<file path="config.mk">
export PLATFORM = sky130hd
export DESIGN_NAME = sliding_window_min_max_mean_core_flat
export DESIGN_NICKNAME = d
export VERILOG_FILES = /design/src/hdl/swmm_pkg.sv /design/src/hdl/swmm_sample_if.sv /design/src/hdl/swmm_result_if.sv /design/src/hdl/swmm_cfg_if.sv /design/src/hdl/swmm_datapath.sv /design/src/hdl/swmm_ctrl.sv /design/src/hdl/sliding_window_min_max_mean_core.sv /design/src/flat_wrapper.sv
export SDC_FILE = /design/constraint.sdc
export NUM_CORES = 2
export LEC_CHECK = 0
export BUFFER_PORTS_ARGS = -buffer_cell sky130_fd_sc_hd__buf_2
export CORE_UTILIZATION = 55
export CTS_CLUSTER_DIAMETER = 100
export DETAILED_ROUTE_END_ITERATION = 7
export GPL_TIMING_DRIVEN = 0
export PLACE_DENSITY = 0.74
export SETUP_SLACK_MARGIN = 0.1
export SLEW_MARGIN = 0
export SYNTH_ARGS = -nofsm -noshare
export SYNTH_HDL_FRONTEND = slang
export SYNTH_SLANG_ARGS = --single-unit
</file>
<file path="constraint.sdc">
create_clock -name clk -period 5.1 [get_ports clk]
set_input_delay 1.02 -clock clk [delete_from_list [all_inputs] [get_ports clk]]
set_output_delay 1.02 -clock clk [all_outputs]
set_load 0.02 [all_outputs]
</file>
<file path="src/hdl/swmm_pkg.sv">
// Shared command and status types for the sliding-window min/max/mean core.
package swmm_pkg;

  localparam logic KIND_PUSH  = 1'b0;
  localparam logic KIND_CLEAR = 1'b1;

  typedef struct packed {
    logic accept;
    logic cfg_write;
    logic update;
    logic scan_step;
    logic div_load;
    logic div_step;
    logic publish;
  } ctl_cmd_t;

  typedef struct packed {
    logic out_free;
    logic is_clear;
    logic need_scan;
    logic scan_done;
    logic div_last;
  } ctl_sts_t;

endpackage

</file>
<file path="src/hdl/swmm_sample_if.sv">
// Input item channel: push or clear command with one sample.
interface swmm_sample_if #(
  parameter int SAMPLE_BITS = 32
);
  logic                          valid;
  logic                          ready;
  logic                          kind;
  logic signed [SAMPLE_BITS-1:0] sample;

  modport source (output valid, output kind, output sample, input ready);
  modport sink   (input valid, input kind, input sample, output ready);
endinterface

</file>
<file path="src/hdl/swmm_result_if.sv">
// Result item channel: count, sum, mean, min and max of the window.
interface swmm_result_if #(
  parameter int CNT_W       = 7,
  parameter int SUM_W       = 38,
  parameter int SAMPLE_BITS = 32
);
  logic                          valid;
  logic                          ready;
  logic        [CNT_W-1:0]       count;
  logic signed [SUM_W-1:0]       window_sum;
  logic signed [SAMPLE_BITS-1:0] mean;
  logic signed [SAMPLE_BITS-1:0] window_min;
  logic signed [SAMPLE_BITS-1:0] window_max;

  modport source (output valid, output count, output window_sum, output mean,
                  output window_min, output window_max, input ready);
  modport sink   (input valid, input count, input window_sum, input mean,
                  input window_min, input window_max, output ready);
endinterface

</file>
<file path="src/hdl/swmm_cfg_if.sv">
// Configuration write channel carrying the window length.
interface swmm_cfg_if #(
  parameter int CNT_W = 7
);
  logic             valid;
  logic             ready;
  logic [CNT_W-1:0] data;

  modport source (output valid, output data, input ready);
  modport sink   (input valid, input data, output ready);
endinterface

</file>
<file path="src/hdl/swmm_datapath.sv">
// Datapath: sample ring memory, window statistics, rescan unit and serial divider.
module swmm_datapath #(
  parameter int MAX_WINDOW  = 64,
  parameter int SAMPLE_BITS = 32,
  parameter int ADDR_W      = $clog2(MAX_WINDOW),
  parameter int CNT_W       = $clog2(MAX_WINDOW + 1),
  parameter int SUM_W       = SAMPLE_BITS + ADDR_W
) (
  input  logic                          clk,
  input  logic                          rst,
  input  swmm_pkg::ctl_cmd_t            cmd,
  output swmm_pkg::ctl_sts_t            sts,
  input  logic                          in_kind,
  input  logic signed [SAMPLE_BITS-1:0] in_sample,
  input  logic        [CNT_W-1:0]       cfg_data,
  input  logic                          out_ready,
  output logic                          out_valid,
  output logic        [CNT_W-1:0]       out_count,
  output logic signed [SUM_W-1:0]       out_sum,
  output logic signed [SAMPLE_BITS-1:0] out_mean,
  output logic signed [SAMPLE_BITS-1:0] out_min,
  output logic signed [SAMPLE_BITS-1:0] out_max
);

  localparam int W1     = CNT_W + 1;
  localparam int DIV_CW = $clog2(SUM_W);

  logic        [CNT_W-1:0]       len_eff;
  logic        [ADDR_W-1:0]      oldest_pos;
  logic        [CNT_W-1:0]       held_count;
  logic signed [SUM_W-1:0]       running_sum;
  logic        [ADDR_W-1:0]      min_pos;
  logic        [ADDR_W-1:0]      max_pos;
  logic signed [SAMPLE_BITS-1:0] min_val;
  logic signed [SAMPLE_BITS-1:0] max_val;
  logic                          item_kind;
  logic signed [SAMPLE_BITS-1:0] item_sample;
  logic                          lost_max;
  logic                          lost_min;
  logic        [ADDR_W-1:0]      scan_addr;
  logic        [CNT_W-1:0]       scan_cnt;
  logic                          scan_first;
  logic                          tag_valid;
  logic        [ADDR_W-1:0]      tag_pos;
  logic        [SUM_W-1:0]       dq;
  logic        [CNT_W-1:0]       rem;
  logic        [DIV_CW-1:0]      div_cnt;
  logic                          div_neg;

  logic        [SAMPLE_BITS-1:0] sample_mem [MAX_WINDOW];
  logic signed [SAMPLE_BITS-1:0] rd_data;
  logic        [ADDR_W-1:0]      rd_addr;
  logic                          mem_we;
  logic        [ADDR_W-1:0]      mem_waddr;

  logic                          is_full;
  logic        [W1-1:0]          push_sum_w;
  logic        [ADDR_W-1:0]      push_pos;
  logic        [W1-1:0]          oldest_inc_w;
  logic        [ADDR_W-1:0]      oldest_inc;
  logic        [W1-1:0]          scan_inc_w;
  logic        [ADDR_W-1:0]      scan_inc;
  logic                          fv_ge_max;
  logic                          fv_le_min;
  logic                          lost_max_c;
  logic                          lost_min_c;
  logic signed [SUM_W-1:0]       fv_ext;
  logic signed [SUM_W-1:0]       old_ext;
  logic        [SUM_W-1:0]       abs_sum;
  logic        [W1-1:0]          rem_sh;
  logic        [W1-1:0]          rem_sub;
  logic                          div_ge;
  logic        [SUM_W-1:0]       quot_signed;

  always_comb begin
    is_full      = (held_count == len_eff);
    push_sum_w   = W1'(oldest_pos) + W1'(held_count);
    push_pos     = (push_sum_w >= W1'(len_eff)) ? ADDR_W'(push_sum_w - W1'(len_eff))
                                                : ADDR_W'(push_sum_w);
    oldest_inc_w = W1'(oldest_pos) + W1'(1);
    oldest_inc   = (oldest_inc_w == W1'(len_eff)) ? '0 : ADDR_W'(oldest_inc_w);
    scan_inc_w   = W1'(scan_addr) + W1'(1);
    scan_inc     = (scan_inc_w == W1'(len_eff)) ? '0 : ADDR_W'(scan_inc_w);
    fv_ge_max    = (item_sample >= max_val);
    fv_le_min    = (item_sample <= min_val);
    lost_max_c   = is_full && !fv_ge_max && (max_pos == oldest_pos);
    lost_min_c   = is_full && !fv_le_min && (min_pos == oldest_pos);
    fv_ext       = {{(SUM_W-SAMPLE_BITS){item_sample[SAMPLE_BITS-1]}}, item_sample};
    old_ext      = {{(SUM_W-SAMPLE_BITS){rd_data[SAMPLE_BITS-1]}}, rd_data};
    abs_sum      = running_sum[SUM_W-1] ? (SUM_W'(0) - running_sum) : running_sum;
    rem_sh       = {rem, dq[SUM_W-1]};
    rem_sub      = rem_sh - W1'(held_count);
    div_ge       = (rem_sh >= W1'(held_count));
    quot_signed  = div_neg ? (SUM_W'(0) - dq) : dq;
    mem_we       = cmd.update && (item_kind == swmm_pkg::KIND_PUSH);
    mem_waddr    = is_full ? oldest_pos : push_pos;
    rd_addr      = cmd.scan_step ? scan_addr : oldest_pos;
  end

  always_comb begin
    sts.out_free  = !out_valid || out_ready;
    sts.is_clear  = (item_kind == swmm_pkg::KIND_CLEAR);
    sts.need_scan = (item_kind == swmm_pkg::KIND_PUSH) && (lost_max_c || lost_min_c);
    sts.scan_done = (scan_cnt == held_count) && !tag_valid;
    sts.div_last  = (div_cnt == DIV_CW'(SUM_W - 1));
  end

  always_ff @(posedge clk) begin
    if (mem_we) begin
      sample_mem[mem_waddr] <= item_sample;
    end
    rd_data <= sample_mem[rd_addr];
  end

  // window state
  always_ff @(posedge clk) begin
    if (rst) begin
      len_eff     <= CNT_W'(MAX_WINDOW);
      oldest_pos  <= '0;
      held_count  <= '0;
      running_sum <= '0;
      min_pos     <= '0;
      max_pos     <= '0;
      tag_valid   <= 1'b0;
      scan_cnt    <= '0;
    end else if (cmd.cfg_write) begin
      if (cfg_data == '0) begin
        len_eff <= CNT_W'(1);
      end else if (cfg_data > CNT_W'(MAX_WINDOW)) begin
        len_eff <= CNT_W'(MAX_WINDOW);
      end else begin
        len_eff <= cfg_data;
      end
      oldest_pos  <= '0;
      held_count  <= '0;
      running_sum <= '0;
      min_pos     <= '0;
      max_pos     <= '0;
    end else if (cmd.update) begin
      tag_valid  <= 1'b0;
      scan_cnt   <= '0;
      scan_first <= 1'b1;
      scan_addr  <= oldest_inc;
      lost_max   <= lost_max_c;
      lost_min   <= lost_min_c;
      if (item_kind == swmm_pkg::KIND_CLEAR) begin
        oldest_pos  <= '0;
        held_count  <= '0;
        running_sum <= '0;
        min_pos     <= '0;
        max_pos     <= '0;
      end else if (!is_full) begin
        held_count <= held_count + CNT_W'(1);
        if (held_count == '0) begin
          running_sum <= fv_ext;
          min_pos     <= push_pos;
          max_pos     <= push_pos;
          min_val     <= item_sample;
          max_val     <= item_sample;
        end else begin
          running_sum <= running_sum + fv_ext;
          if (fv_ge_max) begin
            max_pos <= push_pos;
            max_val <= item_sample;
          end
          if (fv_le_min) begin
            min_pos <= push_pos;
            min_val <= item_sample;
          end
        end
      end else begin
        running_sum <= running_sum - old_ext + fv_ext;
        oldest_pos  <= oldest_inc;
        if (fv_ge_max) begin
          max_pos <= oldest_pos;
          max_val <= item_sample;
        end
        if (fv_le_min) begin
          min_pos <= oldest_pos;
          min_val <= item_sample;
        end
      end
    end else if (cmd.scan_step) begin
      if (scan_cnt != held_count) begin
        scan_cnt  <= scan_cnt + CNT_W'(1);
        scan_addr <= scan_inc;
        tag_pos   <= scan_addr;
        tag_valid <= 1'b1;
      end else begin
        tag_valid <= 1'b0;
      end
      if (tag_valid) begin
        scan_first <= 1'b0;
        if (lost_max && (scan_first || rd_data >= max_val)) begin
          max_val <= rd_data;
          max_pos <= tag_pos;
        end
        if (lost_min && (scan_first || rd_data <= min_val)) begin
          min_val <= rd_data;
          min_pos <= tag_pos;
        end
      end
    end
  end

  // item latch and restoring divider, one quotient bit per cycle
  always_ff @(posedge clk) begin
    if (cmd.accept) begin
      item_kind   <= in_kind;
      item_sample <= in_sample;
    end
    if (cmd.div_load) begin
      dq      <= abs_sum;
      rem     <= '0;
      div_cnt <= '0;
      div_neg <= running_sum[SUM_W-1];
    end else if (cmd.div_step) begin
      dq      <= {dq[SUM_W-2:0], div_ge};
      rem     <= div_ge ? rem_sub[CNT_W-1:0] : rem_sh[CNT_W-1:0];
      div_cnt <= div_cnt + DIV_CW'(1);
    end
  end

  // output register
  always_ff @(posedge clk) begin
    if (rst) begin
      out_valid <= 1'b0;
    end else if (cmd.publish) begin
      out_valid <= 1'b1;
    end else if (out_ready) begin
      out_valid <= 1'b0;
    end
  end

  always_ff @(posedge clk) begin
    if (cmd.publish) begin
      out_count <= held_count;
      out_sum   <= running_sum;
      if (held_count == '0) begin
        out_mean <= '0;
        out_min  <= '0;
        out_max  <= '0;
      end else begin
        out_mean <= quot_signed[SAMPLE_BITS-1:0];
        out_min  <= min_val;
        out_max  <= max_val;
      end
    end
  end

  a_held_le_len: assert property (@(posedge clk) disable iff (rst)
    held_count <= len_eff)
    else $error("held count exceeds window length");

  a_oldest_in_ring: assert property (@(posedge clk) disable iff (rst)
    CNT_W'(oldest_pos) < len_eff)
    else $error("oldest position outside the ring");

  a_scan_bounded: assert property (@(posedge clk) disable iff (rst)
    cmd.scan_step |-> scan_cnt <= held_count)
    else $error("rescan issued past held entries");

  a_min_le_max: assert property (@(posedge clk) disable iff (rst)
    (held_count != '0 && !cmd.scan_step && !cmd.update && !cmd.accept
     && !$past(cmd.cfg_write) && !$past(rst)) |-> min_val <= max_val)
    else $error("window min above window max");

endmodule

</file>
<file path="src/hdl/swmm_ctrl.sv">
// Controller: sequences accept, update, rescan, divide and publish for each item.
module swmm_ctrl (
  input  logic               clk,
  input  logic               rst,
  input  logic               in_valid,
  output logic               in_ready,
  input  logic               cfg_valid,
  output logic               cfg_ready,
  output swmm_pkg::ctl_cmd_t cmd,
  input  swmm_pkg::ctl_sts_t sts
);

  typedef enum logic [2:0] {
    S_IDLE,
    S_EXEC,
    S_SCAN,
    S_DIV_LOAD,
    S_DIVIDE,
    S_PUBLISH
  } state_t;

  state_t state;

  always_comb begin
    in_ready      = (state == S_IDLE) && !cfg_valid;
    cfg_ready     = (state == S_IDLE);
    cmd.accept    = in_ready && in_valid;
    cmd.cfg_write = cfg_ready && cfg_valid;
    cmd.update    = (state == S_EXEC);
    cmd.scan_step = (state == S_SCAN);
    cmd.div_load  = (state == S_DIV_LOAD);
    cmd.div_step  = (state == S_DIVIDE);
    cmd.publish   = (state == S_PUBLISH) && sts.out_free;
  end

  always_ff @(posedge clk) begin
    if (rst) begin
      state <= S_IDLE;
    end else begin
      case (state)
        S_IDLE: begin
          if (cmd.accept) begin
            state <= S_EXEC;
          end
        end
        S_EXEC: begin
          if (sts.is_clear) begin
            state <= S_PUBLISH;
          end else if (sts.need_scan) begin
            state <= S_SCAN;
          end else begin
            state <= S_DIV_LOAD;
          end
        end
        S_SCAN: begin
          if (sts.scan_done) begin
            state <= S_DIV_LOAD;
          end
        end
        S_DIV_LOAD: begin
          state <= S_DIVIDE;
        end
        S_DIVIDE: begin
          if (sts.div_last) begin
            state <= S_PUBLISH;
          end
        end
        S_PUBLISH: begin
          if (sts.out_free) begin
            state <= S_IDLE;
          end
        end
        default: begin
          state <= S_IDLE;
        end
      endcase
    end
  end

  a_one_phase: assert property (@(posedge clk) disable iff (rst)
    $onehot0({cmd.accept, cmd.update, cmd.scan_step, cmd.div_load, cmd.div_step,
              cmd.publish}))
    else $error("more than one datapath command at once");

  a_accept_then_exec: assert property (@(posedge clk) disable iff (rst)
    cmd.accept |=> state == S_EXEC)
    else $error("accepted item not executed");

  a_no_cfg_busy: assert property (@(posedge clk) disable iff (rst)
    cmd.cfg_write |-> !cmd.accept)
    else $error("config write and item accepted together");

endmodule

</file>
<file path="src/hdl/sliding_window_min_max_mean_core.sv">
// Top level of the sliding-window minimum, maximum and mean core.
// Usage: items enter on "samples" (kind 0 pushes sample, kind 1 empties the
// window); one result item per input leaves on "results" with count, sum,
// mean (truncated toward zero), minimum and maximum of the held samples.
// "cfg" writes the window length (0 acts as 1, above MAX_WINDOW as
// MAX_WINDOW); every write also empties the window.
// A clear goes from the update step straight to publishing. A push goes
// through the update, a rescan of the ring when the evicted sample was the
// window extreme (over the single read port of the sample memory), the
// divider load, the serial divide (one quotient bit per cycle) and publish.
// One item is in work at a time; the next can be taken from the cycle after its
// predecessor's result is loaded into the output register.
// Reset empties the window and sets the length to MAX_WINDOW.
// If results.ready stays low, the result waits in the output register and
// the next item is worked on, but holds before publishing until it drains.
module sliding_window_min_max_mean_core #(
  parameter int MAX_WINDOW  = 64,
  parameter int SAMPLE_BITS = 32
) (
  input  logic                 clk,
  input  logic                 rst,
  swmm_sample_if.sink          samples,
  swmm_cfg_if.sink             cfg,
  swmm_result_if.source        results
);

  localparam int ADDR_W = $clog2(MAX_WINDOW);
  localparam int CNT_W  = $clog2(MAX_WINDOW + 1);
  localparam int SUM_W  = SAMPLE_BITS + ADDR_W;

  swmm_pkg::ctl_cmd_t cmd;
  swmm_pkg::ctl_sts_t sts;

  swmm_ctrl u_ctrl (
    .clk       (clk),
    .rst       (rst),
    .in_valid  (samples.valid),
    .in_ready  (samples.ready),
    .cfg_valid (cfg.valid),
    .cfg_ready (cfg.ready),
    .cmd       (cmd),
    .sts       (sts)
  );

  swmm_datapath #(
    .MAX_WINDOW  (MAX_WINDOW),
    .SAMPLE_BITS (SAMPLE_BITS),
    .ADDR_W      (ADDR_W),
    .CNT_W       (CNT_W),
    .SUM_W       (SUM_W)
  ) u_datapath (
    .clk       (clk),
    .rst       (rst),
    .cmd       (cmd),
    .sts       (sts),
    .in_kind   (samples.kind),
    .in_sample (samples.sample),
    .cfg_data  (cfg.data),
    .out_ready (results.ready),
    .out_valid (results.valid),
    .out_count (results.count),
    .out_sum   (results.window_sum),
    .out_mean  (results.mean),
    .out_min   (results.window_min),
    .out_max   (results.window_max)
  );

endmodule

</file>
<file path="src/flat_wrapper.sv">
// flat-port wrapper written by rule: the top's interface ports become plain ports
module sliding_window_min_max_mean_core_flat 
#(
  parameter int MAX_WINDOW  = 64,
  parameter int SAMPLE_BITS = 32
)
  (clk, rst, samples_valid, samples_kind, samples_sample, samples_ready, cfg_valid, cfg_data, cfg_ready, results_valid, results_count, results_window_sum, results_mean, results_window_min, results_window_max, results_ready);
  swmm_sample_if #(.SAMPLE_BITS(SAMPLE_BITS)) samples_i ();
  swmm_cfg_if #(.CNT_W(7)) cfg_i ();
  swmm_result_if #(.CNT_W(7), .SUM_W(38), .SAMPLE_BITS(SAMPLE_BITS)) results_i ();
  input  logic clk;
  input  logic rst;
  input wire logic [$bits(samples_i.valid)-1:0] samples_valid;
  input wire logic [$bits(samples_i.kind)-1:0] samples_kind;
  input wire logic [$bits(samples_i.sample)-1:0] samples_sample;
  output wire logic [$bits(samples_i.ready)-1:0] samples_ready;
  input wire logic [$bits(cfg_i.valid)-1:0] cfg_valid;
  input wire logic [$bits(cfg_i.data)-1:0] cfg_data;
  output wire logic [$bits(cfg_i.ready)-1:0] cfg_ready;
  output wire logic [$bits(results_i.valid)-1:0] results_valid;
  output wire logic [$bits(results_i.count)-1:0] results_count;
  output wire logic [$bits(results_i.window_sum)-1:0] results_window_sum;
  output wire logic [$bits(results_i.mean)-1:0] results_mean;
  output wire logic [$bits(results_i.window_min)-1:0] results_window_min;
  output wire logic [$bits(results_i.window_max)-1:0] results_window_max;
  input wire logic [$bits(results_i.ready)-1:0] results_ready;
  assign samples_i.valid = samples_valid;
  assign samples_i.kind = samples_kind;
  assign samples_i.sample = samples_sample;
  assign samples_ready = samples_i.ready;
  assign cfg_i.valid = cfg_valid;
  assign cfg_i.data = cfg_data;
  assign cfg_ready = cfg_i.ready;
  assign results_valid = results_i.valid;
  assign results_count = results_i.count;
  assign results_window_sum = results_i.window_sum;
  assign results_mean = results_i.mean;
  assign results_window_min = results_i.window_min;
  assign results_window_max = results_i.window_max;
  assign results_i.ready = results_ready;
  sliding_window_min_max_mean_core #(.MAX_WINDOW(MAX_WINDOW), .SAMPLE_BITS(SAMPLE_BITS)) u_core (.clk(clk), .rst(rst), .samples(samples_i), .cfg(cfg_i), .results(results_i));
endmodule
</file>
## Yosys cells after proc, flatten, opt, wreduce, memory -nomap -nowiden

Memory sizes are Yosys's and may differ from the RTL's. A register that Yosys moved wholly into a read port is not among the register bits.
Index checks and enable logic that the tools add are counted.

| storage, ports and cells | value |
|---|---|
| bits in writable memories | 2048 |
| logic and storage cells | 198 |
| bits of input ports | 45 |
| register bits after elaboration | 387 |
| memories kept | 1 |

| operators by class | value |
|---|---|
| equal/unequal tests | 23 |
| reductions and logical operators | 47 |
| add/sub/neg operators | 13 |
| bitwise logic cells | 4 |
| $lt $le $gt $ge | 7 |
| muxes and demuxes | 75 |

Memories:

| memory | depth | bits a word | read ports | clocked after Yosys merged registers in | write ports | RTL line | source |
|---|---|---|---|---|---|---|---|
| u_core.u_datapath.sample_mem | 64 | 32 | 1 | 1 | 1 | swmm_datapath.sv:50 | `logic [SAMPLE_BITS-1:0] sample_mem [MAX_WINDOW];` |

Operators with widths:

| kind | number |
|---|---|
| 32-bit 2-to-1 mux | 17 |
| 38-bit 2-to-1 mux | 6 |
| 6-bit 2-to-1 mux | 28 |
| 38-bit by 32-bit adder with 38-bit output | 2 |
| 32-bit greater-or-equal comparator | 2 |
| 32-bit less-or-equal comparator | 2 |
| 7-bit 2-to-1 mux | 8 |
| 1-bit by 38-bit subtractor with 38-bit output, first input constant | 1 |
| 38-bit by 32-bit subtractor with 38-bit output | 1 |
| 1-bit by 32-bit subtractor with 32-bit output, first input constant | 1 |
| 7-bit equality test | 4 |
| 3-bit one-hot mux with 6 select lines | 1 |
| 8-bit by 7-bit greater-or-equal comparator with 1-bit output | 2 |
| 2-bit nonzero test | 8 |
| 3-bit 2-to-1 mux | 5 |
| 5-bit AND reduction | 3 |
| 6-bit by 1-bit adder with 7-bit output, second input constant | 2 |
| 7-bit by 1-bit adder with 7-bit output, second input constant | 2 |
| 7-bit zero test | 2 |
| 1-bit logical AND | 13 |
| 6-bit equality test | 2 |
| 4-bit AND reduction | 3 |
| 6-bit AND reduction | 2 |
| 1-bit 2-to-1 mux | 10 |
| 21 further kinds | 42 |

## Depth between registers and ports, before layout

| logic depth | value |
|---|---|
| depth after elaboration | 9 |
| gate-level depth with buffers | 19 |
| gate-level depth less buffers | 17 |

## Cells and area by module

From an unflattened synthesis, not the netlist that was laid out.

| second synthesis, totals | value |
|---|---|
| cells, all modules | 6441 |
| area total of the unflattened synthesis | 105797.7 um^2 |

Modules (own cells, without submodules):

| module | sequential area each (um^2) | area an instance (um^2) | times used | cells each |
|---|---|---|---|---|
| swmm_datapath | 72749.8 | 105533.7 | 1 | 6407 |
| swmm_ctrl | 60.1 | 264.0 | 1 | 34 |

## Least setup slack after synthesis

Ideal clock, no wire load.

| timing path | value |
|---|---|
| kind | register -> register |
| start point | register u_core.u_datapath.held_count[0] |
| end point | memory u_core.u_datapath.sample_mem[25][0] (enable) |
| library setup time | 0.421 ns |
| path slack | -0.364 ns |
| data required time | 4.679 ns |
| data arrival time | 5.043 ns |
| clock period less this slack | 5.464 ns |
| stages on the path, launching flop included | 18 |
| cell sequence | dfxtp_1 -> ha_1 -> inv_1 -> fa_1 -> inv_1 -> fa_1 -> a21o_1 -> a21oi_1 -> a21boi_1 -> o211ai_1 -> o211a_1 -> clkbuf_1 -> mux2_1 -> a21oi_1 -> and2_1 -> clkbuf_1 -> nand3_1 -> nor2_1 |

| on the way | value |
|---|---|
| cells in the longest elaborated chain, start to end | 4 |

RTL lines:

| item | RTL line | source |
|---|---|---|
| start, declared | swmm_datapath.sv:30 | `logic [CNT_W-1:0] held_count;` |
| start signal, assigned | swmm_datapath.sv:153 | `held_count <= held_count + CNT_W'(1);` |
| 6-bit by 7-bit adder with 8-bit output | swmm_datapath.sv:77 | `push_sum_w = W1'(oldest_pos) + W1'(held_count);` |
| 8-bit by 7-bit greater-or-equal comparator with 1-bit output / 6-bit subtractor (equally long branches) | swmm_datapath.sv:78 | `push_pos = (push_sum_w >= W1'(len_eff)) ? ADDR_W'(push_sum_w - W1'(len_eff))` |
| 6-bit 2-to-1 mux | swmm_datapath.sv:78 |  |
| 6-bit 2-to-1 mux (*) | swmm_datapath.sv:96 | `mem_waddr = is_full ? oldest_pos : push_pos;` |
| end, declared | swmm_datapath.sv:50 |  |

Every way passes the cells marked *; elsewhere a longest branch is shown, timed or not.

## Final worst setup path

| timing path | value |
|---|---|
| start point | register u_core.u_ctrl.state[2] |
| end point | register u_core.u_datapath.rd_data[7] (read register of u_core.u_datapath.sample_mem) |

| on the way | value |
|---|---|
| cells in the longest elaborated chain, start to end | 2 |

RTL lines:

| item | RTL line | source |
|---|---|---|
| start, declared | swmm_ctrl.sv:22 | `state_t state;` |
| start signal, assigned | swmm_ctrl.sv:38 | `state <= S_IDLE;` |
| start signal, assigned | swmm_ctrl.sv:43 | `state <= S_EXEC;` |
| start signal, assigned | swmm_ctrl.sv:48 | `state <= S_PUBLISH;` |
| 3-bit by 2-bit equality test with 1-bit output | swmm_ctrl.sv:30 | `cmd.scan_step = (state == S_SCAN);` |
| 6-bit 2-to-1 mux | swmm_datapath.sv:97 | `rd_addr = cmd.scan_step ? scan_addr : oldest_pos;` |
| end, declared | swmm_datapath.sv:51 | `logic signed [SAMPLE_BITS-1:0] rd_data;` |

Every way passes these cells.
A chain may end at the register's enable or synchronous reset.

==> metrics <==
Critical path origin u_core.u_ctrl.state[2]; gr ovfl total 0; die width 445 µm; failing checks DRC, capacitance limit, slew limit, setup timing; Root Driver clkbuf_16; Worst Slack Setup Final -0.271 ns; CTS tree done; synthesized area per cell 12.0 µm²; Core ar. 195000 µm²; Total Nets Final 10089; Hold EP u_core.u_datapath.item_sample[8]; IO buf count 188; r2r setup slk -0.27 ns; Die H 445 µm; Post-synth EDFFs 2340; Seq/Total Area, Yosys 67.4%; Seq pwr share 42.4%; CP Launch Type register; hold buffer count at CTS 0; Static Leak 45.5 nW; Clk pin slew, worst setup/hold paths 0.07 ns; CP Class register to register; placed cell areas 117000 µm²; Area growth syn-to-layout 18.1%; post-synthesis async set-or-reset flop share 0%; final hold violation count 0; final wirelength 368000 µm; Post-synth top flop edfxtp_1; IO Pins 189; filler cell count 13528; Max Cap Viol 1; DR pass1 iterations 8; met3 Use GR 10.3%; number of global-route vias before repair 77286; busiest grt layer met2; Starting Density 55.4%; syn_nets 9347; DP Wirelength 255000 µm; Critical Path RT 5.82 ns; combinational power share 27.8%; die area 198000 µm²; Clock Power Share 29.9%; Rows 162; worst ir drop on vdd 0.387 mV; hold path start samples_sample[8]; skew final 0.0666 ns; DR DRC count 95; met2 global-route usage 53.9%; status complete, but fails checks; mapped cell area 108000 µm²; Area contributors post-synth edfxtp_1, nand2_1, a311oi_1; maximum clock frequency 186 MHz; H-tree depth 4; Synth Register Bits 2467; worst r2r src u_core.u_ctrl.state[2]; Routed wire per std cell 29.2 µm; synth warn 0; Psw 20.0 mW; max-slew violation count 7; internal power 38.3 mW; most common cell after layout, fill and taps aside edfxtp_1; Worst-Margin Slew 1.58 ns; setup_tns -2.48 ns; CTS Buffer Depth 3; Via density 6.52; TritonCTS Sinks 2467; Final period util 105%; Slew Limit Headroom -8.55%; Final ANT Viol Nets 0; Sw Share 34.3%; GRT Overall Usage 36.1%; final instance area 128000 µm²; Setup Viol. Count Final 23; CP arrival 6.09 ns; Reg2Reg Depth 12; initial antenna violation count 19; Placer Congestion 1.06; Iter 0 DRT Violations 13177; largest net degree at the start of global routing 73; via count 82160; Synth area leader edfxtp_1; share of cells above drive strength 1 11.7%; Hold Path Depth 1; Final min period 5.37 ns; Worst Path Max Fanout 10; Power per Cell Area 457 nW/µm²; Mapped Cells 9029; first-pass GRT wire length 517000 µm; CTS buffer count 234; met1 track demand over resource 44.5%; Yosys cell types 82; top cell type's share of synthesized area 65.1%; Hold Crit Class input port to register; Skew-Pair Late Insertion Delay 0.93 ns; R2R Path End u_core.u_datapath.rd_data[7]; commonest non-fill, non-tap cells in the layout edfxtp_1, nand2_1, nand3_1, clkbuf_1, a311oi_1; Critical Path End Type register; final hold slack 0.265 ns
[Yosys cell counts, types with 8 or more instances]
cell type,number
nor3_1,61
xor2_1,84
edfxtp_1,2340
and4_1,8
or3_1,12
buf_1,27
a22oi_1,10
nor4_1,17
o41ai_1,13
o211ai_1,35
xnor2_1,111
fa_1,41
inv_1,259
o221ai_1,9
and3_1,274
o21ai_1,80
o21bai_1,14
mux2i_1,18
buf_2,10
dfxtp_1,127
nor2b_1,28
o31ai_1,25
a31oi_1,148
nor2_1,338
nand2_1,2261
and2_1,11
ha_1,232
or4_1,9
nand2b_1,17
a211oi_1,109
a21oi_1,369
nand4_1,51
o22ai_1,10
clkbuf_1,538
o21ai_0,121
nand3_1,620
o21a_1,25
a21o_1,76
a311oi_1,389
[state kept, by name (all words and copies together) (netlist names), 7 cells and up]
name and count:
u_core.u_datapath.len_eff 7, u_core.u_datapath.item_sample 32, u_core.u_datapath.out_min 32, u_core.u_datapath.held_count 7, u_core.u_datapath.sample_mem 2048, u_core.u_datapath.dq 38
u_core.u_datapath.out_max 32, u_core.u_datapath.min_val 32, u_core.u_datapath.out_count 7, u_core.u_datapath.out_sum 38, u_core.u_datapath.max_val 32, u_core.u_datapath.rd_data 32
u_core.u_datapath.running_sum 38, u_core.u_datapath.scan_cnt 7, u_core.u_datapath.rem 7, u_core.u_datapath.out_mean 32
[metal layers]
metal | up-vias | wire length, µm
met5 | - | 108
met4 | 16 | 33400
met3 | 1344 | 47900
met2 | 6354 | 162000
met1 | 39713 | 125000
li1 | 34733 | -
[metrics by stage]
stage	instances	setup slack [ns]	total power, mW	util (%)
5_1_grt	12591	-0.124	59.9	65.4
3_5_place_dp	12013	-1.74	39.9	60.0
3_3_place_gp	11841	-3.11	39.0	57.6
6_report	12597	-0.271	58.3	65.4
2_1_floorplan	9029	-0.364	33.7	-
4_1_cts	12554	0.0536	57.2	64.9
[logic make-up (layout without fill, tap and decap cells)]
kind of cell    after synthesis  in the layout  synth area share, %
other cells                   0              6                    0
simple gates               3737           3754                 14.9
mux                          26             26                0.250
buf+inv                     840           1761                 2.93
flops                      2467           2467                 67.4
compound gates             1491           1491                 9.43
fa+ha+maj                   273            273                 3.45
xor+xnor                    195            195                 1.58
[power groups by stage]
stage | registers, mW | logic [mW] | clock network (mW)
after floorplan | 24.9 | 8.79 | 0
after global placement | 25.9 | 13.0 | 0
after detailed placement | 25.1 | 14.8 | 0
after CTS | 24.6 | 15.3 | 17.3
after global routing | 24.7 | 17.0 | 18.1
final | 24.7 | 16.2 | 17.4
[worst max path at each step]
stage,endpoint,slack (ns)
2_1_floorplan,u_core.u_datapath.sample_mem[25][0],-0.36
3_3_place_gp,u_core.u_datapath.sample_mem[16][13],-3.11
3_5_place_dp,u_core.u_datapath.sample_mem[50][15],-1.74
4_1_cts,u_core.u_datapath.sample_mem[33][18],0.05
5_1_grt,u_core.u_datapath.rd_data[22],-0.12
6_report,u_core.u_datapath.rd_data[7],-0.27
[worst max-delay path, stage by stage, from the launching register on]
cell             delay (ns)
dfxtp_1                0.30
clkbuf_1               0.20
nor3b_4                0.53
buf_4                  0.22
mux2i_4                0.07
buf_12                 0.19
clkdlybuf4s15_1        0.90
clkbuf_1               0.57
a311oi_1               0.53
a31oi_1                0.18
a211oi_2               0.68
a21oi_1                0.20
a21oi_1                0.54
[final cells by class]
class	count	area, µm²	share of cell area (%)
Antenna cell	6	15.0	0.0118
Buffer	574	2330	1.82
Clock buffer	272	6050	4.74
Clock inverter	160	1550	1.21
Inverter	265	995	0.780
Multi-Input combinational cell	5739	33700	26.4
Sequential cell	2467	72800	57.1
Tap cell	2624	3280	2.57
Timing Repair Buffer	490	6770	5.31
[what timing repair did]
item | 4_1_cts | 5_1_grt
setup endpoints to repair | 2127 | 1942
setup buffers | 93 | 35
hold endpoints to repair | 0 | 0
pin swaps | 62 | 15
gates cloned | 17 | 1
resized for setup | 184 | 154
(Power assumes the default switching activity.)
